File: src/hw/rtl/cgr_pkg.sv
package cgr_pkg;

	typedef enum logic [1:0] {
		MODE_OFF  = 2'd0,
		MODE_PROD = 2'd1,
		MODE_SUM  = 2'd2,
		MODE_SSQ  = 2'd3
	} mode_t;

	localparam logic [2:0] CFG_JOIN_MODE = 3'd0;
	localparam logic [2:0] CFG_DIM_COUNT = 3'd1;
	localparam logic [2:0] CFG_GAIN_0    = 3'd2;
	localparam logic [2:0] CFG_GAIN_1    = 3'd3;
	localparam logic [2:0] CFG_GAIN_2    = 3'd4;
	localparam logic [2:0] CFG_GAIN_3    = 3'd5;

	localparam int CFG_INDEX_W = 3;
	localparam int CFG_DATA_W  = 16;
	localparam int SAMPLE_W    = 16;
	localparam int GAIN_W      = 16;
	localparam int NUM_GAINS   = 4;
	localparam int POS_W       = 2;
	localparam int DIM_W       = 3;
	localparam int SCALED_W    = 24;
	localparam int RESULT_W    = 48;

	localparam int QUEUE_DEPTH = 2;
	localparam int QUEUE_PTR_W = 1;
	localparam int QUEUE_CNT_W = 2;

	localparam logic signed [GAIN_W-1:0]   GAIN_RESET = 16'sd256;
	localparam logic [DIM_W-1:0]           DIM_RESET  = 3'd1;
	localparam logic signed [RESULT_W-1:0] ONE_Q15    = 48'sd32768;

	typedef logic signed [GAIN_W-1:0] gain_t;
	typedef gain_t [NUM_GAINS-1:0] gain_set_t;

	typedef struct packed {
		mode_t                       mode;
		logic [POS_W-1:0]            pos;
		logic                        first;
		logic                        last;
		logic signed [SCALED_W-1:0]  scaled;
	} entry_t;

	typedef struct packed {
		logic not_empty;
		logic full;
	} q_status_t;

	typedef enum logic [1:0] {
		BK_IDLE = 2'd0,
		BK_MUL  = 2'd1,
		BK_ACC  = 2'd2
	} back_state_t;

endpackage

File: src/hw/rtl/cgr_queue.sv
module cgr_queue (
	input  logic                clk,
	input  logic                arst_n,
	input  logic                push,
	input  cgr_pkg::entry_t     push_data,
	input  logic                pop,
	output cgr_pkg::entry_t     head,
	output cgr_pkg::q_status_t  status
);

	cgr_pkg::entry_t                      mem_q [cgr_pkg::QUEUE_DEPTH];
	logic [cgr_pkg::QUEUE_PTR_W-1:0]      wr_ptr_q;
	logic [cgr_pkg::QUEUE_PTR_W-1:0]      rd_ptr_q;
	logic [cgr_pkg::QUEUE_CNT_W-1:0]      count_q;
	logic                                 do_push;
	logic                                 do_pop;

	assign status.not_empty = (count_q != '0);
	assign status.full      = (count_q == cgr_pkg::QUEUE_CNT_W'(cgr_pkg::QUEUE_DEPTH));
	assign do_push          = push && !status.full;
	assign do_pop           = pop && status.not_empty;
	assign head             = mem_q[rd_ptr_q];

	always_ff @(posedge clk) begin
		if (do_push) begin
			mem_q[wr_ptr_q] <= push_data;
		end
	end

	always_ff @(posedge clk or negedge arst_n) begin
		if (!arst_n) begin
			wr_ptr_q <= '0;
			rd_ptr_q <= '0;
			count_q  <= '0;
		end else begin
			if (do_push) begin
				wr_ptr_q <= wr_ptr_q + 1'b1;
			end
			if (do_pop) begin
				rd_ptr_q <= rd_ptr_q + 1'b1;
			end
			priority if (do_push && !do_pop) begin
				count_q <= count_q + 1'b1;
			end else if (do_pop && !do_push) begin
				count_q <= count_q - 1'b1;
			end else begin
				count_q <= count_q;
			end
		end
	end

endmodule

File: src/hw/rtl/cgr_front.sv
module cgr_front #(
	parameter int MaxChannels = 4
) (
	input  logic                                clk,
	input  logic                                arst_n,
	input  logic                                in_valid,
	output logic                                in_stall,
	input  logic signed [cgr_pkg::SAMPLE_W-1:0] sample,
	input  cgr_pkg::mode_t                      join_mode,
	input  logic [cgr_pkg::DIM_W-1:0]           dim_count,
	input  cgr_pkg::gain_set_t                  gains,
	input  cgr_pkg::q_status_t                  q_status,
	output logic                                push,
	output cgr_pkg::entry_t                     push_data
);

	logic [cgr_pkg::POS_W-1:0]                      pos_q;
	logic [cgr_pkg::DIM_W-1:0]                      dim_eff;
	logic                                           last;
	logic signed [cgr_pkg::GAIN_W-1:0]              gain;
	logic signed [cgr_pkg::SAMPLE_W+cgr_pkg::GAIN_W-1:0] product;

	// a zero count acts as one, too large a count as the channel limit
	always_comb begin
		priority if (dim_count == '0) begin
			dim_eff = cgr_pkg::DIM_W'(1);
		end else if (dim_count > cgr_pkg::DIM_W'(MaxChannels)) begin
			dim_eff = cgr_pkg::DIM_W'(MaxChannels);
		end else begin
			dim_eff = dim_count;
		end
	end

	assign last    = ({1'b0, pos_q} >= (dim_eff - 1'b1));
	assign gain    = gains[pos_q];
	assign product = sample * gain;

	assign in_stall = q_status.full;
	assign push     = in_valid && !in_stall;

	always_comb begin
		push_data.mode   = join_mode;
		push_data.pos    = pos_q;
		push_data.first  = (pos_q == '0);
		push_data.last   = last;
		// floor shift by eight
		push_data.scaled = product[cgr_pkg::SAMPLE_W+cgr_pkg::GAIN_W-1:8];
	end

	always_ff @(posedge clk or negedge arst_n) begin
		if (!arst_n) begin
			pos_q <= '0;
		end else if (push) begin
			pos_q <= last ? '0 : pos_q + 1'b1;
		end
	end

endmodule

File: src/hw/rtl/cgr_back.sv
module cgr_back (
	input  logic                                 clk,
	input  logic                                 arst_n,
	input  cgr_pkg::entry_t                      head,
	input  cgr_pkg::q_status_t                   q_status,
	output logic                                 pop,
	output logic                                 out_valid,
	input  logic                                 out_stall,
	output logic signed [cgr_pkg::RESULT_W-1:0]  result_value,
	output logic [cgr_pkg::POS_W-1:0]            channel_index,
	output logic                                 saturated
);

	localparam int HiW   = cgr_pkg::RESULT_W - 15;
	localparam int LoW   = 16;
	localparam int PhW   = HiW + cgr_pkg::SCALED_W;
	localparam int PlW   = LoW + cgr_pkg::SCALED_W;
	localparam int WideW = PhW + 1;

	cgr_pkg::back_state_t                    state_q;
	cgr_pkg::back_state_t                    state_d;
	cgr_pkg::entry_t                         ent_q;
	logic signed [cgr_pkg::RESULT_W-1:0]     base_q;
	logic                                    clipb_q;
	logic signed [PhW-1:0]                   prod_hi_q;
	logic signed [PlW-1:0]                   prod_lo_q;
	logic signed [cgr_pkg::RESULT_W-1:0]     acc_q;
	logic                                    clip_q;
	logic                                    out_valid_q;
	logic signed [cgr_pkg::RESULT_W-1:0]     result_q;
	logic [cgr_pkg::POS_W-1:0]               index_q;
	logic                                    sat_q;

	logic signed [cgr_pkg::RESULT_W-1:0]     base;
	logic                                    clipb;
	logic signed [HiW-1:0]                   mul_a;
	logic signed [LoW-1:0]                   lo_part;
	logic signed [WideW-1:0]                 sum_w;
	logic                                    ovf;
	logic signed [cgr_pkg::RESULT_W-1:0]     acc_new;
	logic                                    clip_new;
	logic                                    emit;
	logic                                    out_free;
	logic                                    commit;

	assign out_valid     = out_valid_q;
	assign result_value  = result_q;
	assign channel_index = index_q;
	assign saturated     = sat_q;

	assign emit     = (ent_q.mode == cgr_pkg::MODE_OFF) || ent_q.last;
	assign out_free = !out_valid_q || !out_stall;

	// frame start reloads the accumulator and clears the clip flag
	always_comb begin
		priority if (ent_q.first) begin
			base  = (ent_q.mode == cgr_pkg::MODE_PROD) ? cgr_pkg::ONE_Q15 : '0;
			clipb = 1'b0;
		end else begin
			base  = acc_q;
			clipb = clip_q;
		end
	end

	assign lo_part = {1'b0, base[14:0]};

	always_comb begin
		if (ent_q.mode == cgr_pkg::MODE_SSQ) begin
			mul_a = {{(HiW-cgr_pkg::SCALED_W){ent_q.scaled[cgr_pkg::SCALED_W-1]}},
				ent_q.scaled};
		end else begin
			mul_a = base[cgr_pkg::RESULT_W-1:15];
		end
	end

	always_comb begin
		unique case (ent_q.mode)
			cgr_pkg::MODE_PROD: begin
				sum_w = {prod_hi_q[PhW-1], prod_hi_q}
					+ {{(WideW-(PlW-15)){prod_lo_q[PlW-1]}}, prod_lo_q[PlW-1:15]};
			end
			cgr_pkg::MODE_SUM: begin
				sum_w = {{(WideW-cgr_pkg::RESULT_W){base_q[cgr_pkg::RESULT_W-1]}}, base_q}
					+ {{(WideW-cgr_pkg::SCALED_W){ent_q.scaled[cgr_pkg::SCALED_W-1]}},
						ent_q.scaled};
			end
			cgr_pkg::MODE_SSQ: begin
				sum_w = {{(WideW-cgr_pkg::RESULT_W){base_q[cgr_pkg::RESULT_W-1]}}, base_q}
					+ {{(WideW-(PhW-15)){prod_hi_q[PhW-1]}}, prod_hi_q[PhW-1:15]};
			end
			default: begin
				sum_w = '0;
			end
		endcase
	end

	// saturate to 48 bits
	assign ovf = !((&sum_w[WideW-1:cgr_pkg::RESULT_W-1]) || !(|sum_w[WideW-1:cgr_pkg::RESULT_W-1]));

	always_comb begin
		priority if (!ovf) begin
			acc_new = sum_w[cgr_pkg::RESULT_W-1:0];
		end else if (sum_w[WideW-1]) begin
			acc_new = {1'b1, {(cgr_pkg::RESULT_W-1){1'b0}}};
		end else begin
			acc_new = {1'b0, {(cgr_pkg::RESULT_W-1){1'b1}}};
		end
	end

	assign clip_new = clipb_q || ovf;

	always_comb begin
		state_d = state_q;
		unique case (state_q)
			cgr_pkg::BK_IDLE: begin
				if (q_status.not_empty) begin
					state_d = cgr_pkg::BK_MUL;
				end
			end
			cgr_pkg::BK_MUL: begin
				state_d = cgr_pkg::BK_ACC;
			end
			cgr_pkg::BK_ACC: begin
				if (!emit || out_free) begin
					state_d = cgr_pkg::BK_IDLE;
				end
			end
			default: begin
				state_d = cgr_pkg::BK_IDLE;
			end
		endcase
	end

	always_comb begin
		pop    = 1'b0;
		commit = 1'b0;
		unique case (state_q)
			cgr_pkg::BK_IDLE: begin
				pop = q_status.not_empty;
			end
			cgr_pkg::BK_MUL: begin
			end
			cgr_pkg::BK_ACC: begin
				commit = !emit || out_free;
			end
			default: begin
			end
		endcase
	end

	always_ff @(posedge clk) begin
		if (pop) begin
			ent_q <= head;
		end
		if (state_q == cgr_pkg::BK_MUL) begin
			base_q    <= base;
			clipb_q   <= clipb;
			prod_hi_q <= PhW'(mul_a * ent_q.scaled);
			prod_lo_q <= PlW'(lo_part * ent_q.scaled);
		end
		if (commit && emit) begin
			if (ent_q.mode == cgr_pkg::MODE_OFF) begin
				result_q <= {{(cgr_pkg::RESULT_W-cgr_pkg::SCALED_W){ent_q.scaled[cgr_pkg::SCALED_W-1]}},
					ent_q.scaled};
				index_q  <= ent_q.pos;
				sat_q    <= 1'b0;
			end else begin
				result_q <= acc_new;
				index_q  <= '0;
				sat_q    <= clip_new;
			end
		end
	end

	always_ff @(posedge clk or negedge arst_n) begin
		if (!arst_n) begin
			state_q     <= cgr_pkg::BK_IDLE;
			acc_q       <= '0;
			clip_q      <= 1'b0;
			out_valid_q <= 1'b0;
		end else begin
			state_q <= state_d;
			if (commit && (ent_q.mode != cgr_pkg::MODE_OFF)) begin
				acc_q  <= acc_new;
				clip_q <= clip_new;
			end
			priority if (commit && emit) begin
				out_valid_q <= 1'b1;
			end else if (!out_stall) begin
				out_valid_q <= 1'b0;
			end else begin
				out_valid_q <= out_valid_q;
			end
		end
	end

endmodule

File: src/hw/rtl/channel_gain_with_reduction.sv
// Channel gain with frame reduction. Each 16-bit Q1.15 word is scaled by the Q8.8 gain of
// its channel in the frame; in off mode every scaled word comes out with its channel, in
// the product, sum and sum-of-squares modes one 48-bit saturated result comes out at the
// last channel of each frame, with saturated set when any step of the frame clipped. The
// front takes a word in any cycle in which its two-entry queue has room; the back end
// takes each word in turn through its fetch, multiply and accumulate steps, and fetches
// the next word only once the last one is through. A result is registered in turn in the
// fetched entry, the products and the result register. The user must write the registers
// only while no word is in flight; the block itself does not enforce this.
module channel_gain_with_reduction #(
	parameter int MAX_CHANNELS = 4
) (
	input  logic                                   clk,
	input  logic                                   arst_n,
	input  logic                                   in_valid,
	output logic                                   in_stall,
	input  logic signed [cgr_pkg::SAMPLE_W-1:0]    sample,
	output logic                                   out_valid,
	input  logic                                   out_stall,
	output logic signed [cgr_pkg::RESULT_W-1:0]    result_value,
	output logic [cgr_pkg::POS_W-1:0]              channel_index,
	output logic                                   saturated,
	input  logic                                   cfg_we,
	input  logic [cgr_pkg::CFG_INDEX_W-1:0]        cfg_index,
	input  logic [cgr_pkg::CFG_DATA_W-1:0]         cfg_data
);

	cgr_pkg::mode_t              join_mode_q;
	logic [cgr_pkg::DIM_W-1:0]   dim_count_q;
	cgr_pkg::gain_set_t          gains_q;
	cgr_pkg::q_status_t          q_status;
	cgr_pkg::entry_t             push_data;
	cgr_pkg::entry_t             head;
	logic                        push;
	logic                        pop;

	always_ff @(posedge clk or negedge arst_n) begin
		if (!arst_n) begin
			join_mode_q <= cgr_pkg::MODE_OFF;
			dim_count_q <= cgr_pkg::DIM_RESET;
			gains_q     <= {cgr_pkg::NUM_GAINS{cgr_pkg::GAIN_RESET}};
		end else if (cfg_we) begin
			unique case (cfg_index)
				cgr_pkg::CFG_JOIN_MODE: join_mode_q <= cgr_pkg::mode_t'(cfg_data[1:0]);
				cgr_pkg::CFG_DIM_COUNT: dim_count_q <= cfg_data[cgr_pkg::DIM_W-1:0];
				cgr_pkg::CFG_GAIN_0:    gains_q[0]  <= cfg_data;
				cgr_pkg::CFG_GAIN_1:    gains_q[1]  <= cfg_data;
				cgr_pkg::CFG_GAIN_2:    gains_q[2]  <= cfg_data;
				cgr_pkg::CFG_GAIN_3:    gains_q[3]  <= cfg_data;
				default: begin
				end
			endcase
		end
	end

	cgr_front #(
		.MaxChannels(MAX_CHANNELS)
	) u_front (
		.clk       (clk),
		.arst_n    (arst_n),
		.in_valid  (in_valid),
		.in_stall  (in_stall),
		.sample    (sample),
		.join_mode (join_mode_q),
		.dim_count (dim_count_q),
		.gains     (gains_q),
		.q_status  (q_status),
		.push      (push),
		.push_data (push_data)
	);

	cgr_queue u_queue (
		.clk       (clk),
		.arst_n    (arst_n),
		.push      (push),
		.push_data (push_data),
		.pop       (pop),
		.head      (head),
		.status    (q_status)
	);

	cgr_back u_back (
		.clk           (clk),
		.arst_n        (arst_n),
		.head          (head),
		.q_status      (q_status),
		.pop           (pop),
		.out_valid     (out_valid),
		.out_stall     (out_stall),
		.result_value  (result_value),
		.channel_index (channel_index),
		.saturated     (saturated)
	);

endmodule

File: config.mk
export PLATFORM = sky130hd
export DESIGN_NAME = channel_gain_with_reduction
export DESIGN_NICKNAME = d
export VERILOG_FILES = /design/src/hw/rtl/cgr_pkg.sv /design/src/hw/rtl/cgr_queue.sv /design/src/hw/rtl/cgr_front.sv /design/src/hw/rtl/cgr_back.sv /design/src/hw/rtl/channel_gain_with_reduction.sv
export SDC_FILE = /design/constraint.sdc
export NUM_CORES = 2
export LEC_CHECK = 0
export ABC_AREA = 1
export CAP_MARGIN = 10
export CORE_ASPECT_RATIO = 0.5
export CORE_MARGIN = 2
export CORE_UTILIZATION = 60
export DETAILED_ROUTE_END_ITERATION = 12
export DONT_BUFFER_PORTS = 1
export PLACE_DENSITY = 0.76
export SYNTH_ARGS = -nofsm -noshare
export SYNTH_HDL_FRONTEND = slang
export SYNTH_SLANG_ARGS = --single-unit
File: constraint.sdc
create_clock -name clk -period 11.1 [get_ports clk]
set_input_delay 2.22 -clock clk [delete_from_list [all_inputs] [get_ports clk]]
set_output_delay 2.22 -clock clk [all_outputs]
set_load 0.01 [all_outputs]
==> summary.md <==
| Metric | Value |
|---|---|
| Synth Flop Type | `edfxtp_1` |
| Total number of vias | `65500` |
| Max stage delay on crit path | `1.21 ns` |
| CP max-delay cell | `edfxtp_1` |
| Synth cell types | `58` |
| Layout cell share with drive strength beyond 1 | `3.44%` |
| Postcts setup bufs | `0` |
| Crit path buf inv count | `6` |
| WP data arrival | `10.86 ns` |
| Asr flop ratio synth | `31.8%` |
| Num CTS Buffers | `41` |
| Die Y | `257 um` |
| Worst Path Max Fanout | `22` |
| Initial core utilization | `60.7%` |
| Initial antenna violation count | `17` |
| Residual DRC | `0` |
| Endpoint class of the critical path | `register` |
| H-Tree Level Count | `2` |
| Row count | `92` |
| Synth Instances | `9630` |
| Root Driver | `clkbuf_16` |
| TritonCTS clock tree | `yes` |
| Syn avg cell area | `7.95 um2` |
| Routed Antenna Nets | `0` |
| Cts repair resizes | `0` |
| Post-synth EDFFs | `272` |
| DR iter-0 viols | `7400` |
| # fillers | `11300` |
| Critical path's top delay family | `adder cells` |
| Hold_ws | `0.468 ns` |
| Pins Over Slew Limit | `0` |
| First-pass GRT wire length | `406000 um` |
| Critical path class | `register to register` |
| Final period util | `93.7%` |
| Largest net degree at the start of global routing | `128` |
| Worst skew pair latency | `0.63 ns` |
| CTS Sinks | `399` |
| Maximum buffer depth of the clock tree | `3` |
| Setup crit start kind | `register` |
| Setup TNS | `0 ns` |
| Status | `finished, final reports clean` |
| Area delta synth->final | `4.24%` |
| Max_cap viols | `0` |
| Gr usage total | `42.2%` |
| Hold Vio Cnt, Final | `0` |
| Critical Path RT | `11.56 ns` |
| Most Used Layer, Global Route | `met2` |
| Final setup fails | `0` |
| Slew headroom | `13.9%` |
| Die X-Extent | `509 um` |
| Synth Register Bits | `399` |
| Worst-Margin Slew | `1.29 ns` |
| Syn. warnings | `0` |
| Wire per inst | `24.3 um` |
| Routed WL | `272000 um` |
| I/O pins | `93` |
| Clock transition at path regs | `0.08 ns` |
| Most frequent CP cell | `fa_1` |
| RSZ-0062 raised after global routing | `false` |
| Core Area | `0.126 mm2` |
| Tmin final | `10.40 ns` |
| Routed vias/inst | `5.84` |
| Total die area | `0.131 mm2` |
| Worst-case clock skew | `0.0469 ns` |
| Vias in the first global route | `65400` |
| Register area share after synthesis | `14.8%` |
| DRT Pass-1 Iters | `8` |
| Hold Crit Class | `register to register` |
| Final GP Congestion | `1.05` |
| Total grt overflow | `0` |
| Mapped cell area | `0.0766 mm2` |
| Hold_buf cts | `0` |
| Met1 usage | `59.4%` |
| DP HPWL | `225000 um` |
| I/O Buffers | `0` |
| Fin nets | `11400` |
| Met3 Resource Use GR | `15.0%` |
| Syn Nets | `11600` |
| GR Util met2 | `59.6%` |
| Achievable Freq | `96.1 MHz` |
cells by family after synthesis:
family,Yosys count,share of synthesized area [%]
simple gates,3919,20.5
buf+inv,2438,12.1
fa+ha+maj,1902,45.0
compound gates,821,5.89
flops,399,14.8
xor+xnor,151,1.73
placed cells by master, fill, tap and decap left out, types with 18 or more instances in the layout:
cell type	synthesis	routed
nand2_1	2388	2386
xor2_1	92	92
nand2_2	41	43
fa_1	1418	1418
a21o_1	23	23
clkinv_1	25	26
or2_2	44	44
edfxtp_1	272	272
nor4_1	21	20
clkbuf_16	0	42
o21ai_0	258	257
inv_1	2104	2101
o21ai_1	18	19
o221ai_1	18	18
nor3_1	32	32
a31oi_1	32	32
nand3_1	322	322
a21oi_1	385	385
dfrtp_1	122	122
nand4_1	30	30
nor2_1	984	978
buf_4	4	116
xnor2_1	59	59
o21bai_1	32	32
ha_1	484	484
layer usage:
metal / wire length, um / up-vias
met2: 110000 / 4218
li1: - / 28600
met4: 13300 / 18
met1: 108000 / 32100
met5: 116 / -
met3: 40400 / 680
worst paths after layout:
check                                       from              endpoint  slack [ns]  cells past startpoint
worst min register to register    join_mode_q[0]  u_queue.mem_q[1][28]        0.47                      0
min in group asynchronous                 arst_n           gains_q[36]        1.34                      0
worst max register to register  u_back.ent_q[25]  u_back.prod_hi_q[33]        0.70                     27
worst min-delay path              join_mode_q[0]  u_queue.mem_q[1][28]        0.47                      0
max in group asynchronous                 arst_n      u_back.acc_q[46]        9.28                      0
worst max-delay path            u_back.ent_q[25]  u_back.prod_hi_q[33]        0.70                     27
through the flow:
step                instances  setup WS, ns  utilization, %  area (um2)
finish                  11200         0.697            63.2       79900
global route            11200         0.497            63.2       79800
CTS                     11200          1.15            63.2       79800
detailed placement      11100          1.17            62.1       78400
global placement        11100          1.05            62.1       78400
floorplan                9630          3.13               -       76600
cell usage after synthesis (12+ instances only):
library cell	n	share of area [%]
o21bai_1	32	0.31
a21oi_1	385	2.5
xnor2_1	59	0.67
nand2_2	41	0.33
o21ai_0	258	1.7
o221ai_1	18	0.21
inv_1	2104	10
a21o_1	23	0.23
nand4_1	30	0.25
clkbuf_1	267	1.3
a31oi_1	32	0.26
o211ai_1	12	0.12
nor2_1	984	4.8
dfrtp_1	122	4.0
xor2_1	92	1.1
buf_2	14	0.091
o21a_1	16	0.16
clkinv_1	25	0.12
fa_1	1418	37
nand2_1	2388	12
edfxtp_1	272	11
nor3_1	32	0.21
nand3_1	322	2.1
or2_2	44	0.36
o21ai_1	18	0.12
ha_1	484	7.9
nor4_1	21	0.17
final cells by class:
type                            instances  area (um2)  area share (%)
Timing Repair Buffer                  118         901            1.13
Clock buffer                           49        1090            1.36
Tap cell                             1692        2120            2.65
Antenna cell                            4        10.0          0.0125
Inverter                             2137        8020            10.0
Sequential cell                       399       11400            14.2
Multi-Input combinational cell       6793       56000            70.2
Clock inverter                         27         323           0.404
registers in the layout (all words and copies together), names as in the netlist:
| register | flops |
|---|---|
| dim_count_q | 3 |
| gains_q | 64 |
| join_mode_q | 2 |
| u_back.acc_q | 48 |
| u_back.base_q | 48 |
| u_back.channel_index | 2 |
| u_back.clip_q | 1 |
| u_back.clipb_q | 1 |
| u_back.ent_q | 30 |
| u_back.out_valid | 1 |
| u_back.prod_hi_q | 57 |
| u_back.prod_lo_q | 25 |
| u_back.result_value | 48 |
| u_back.saturated | 1 |
| u_back.state_q | 2 |
| u_front.pos_q | 2 |
| u_queue.count_q | 2 |
| u_queue.mem_q | 60 |
| u_queue.rd_ptr_q | 1 |
| u_queue.wr_ptr_q | 1 |
Power is not shown: default switching activity piles up to over one toggle a cycle in this logic, so the estimate is an artifact.
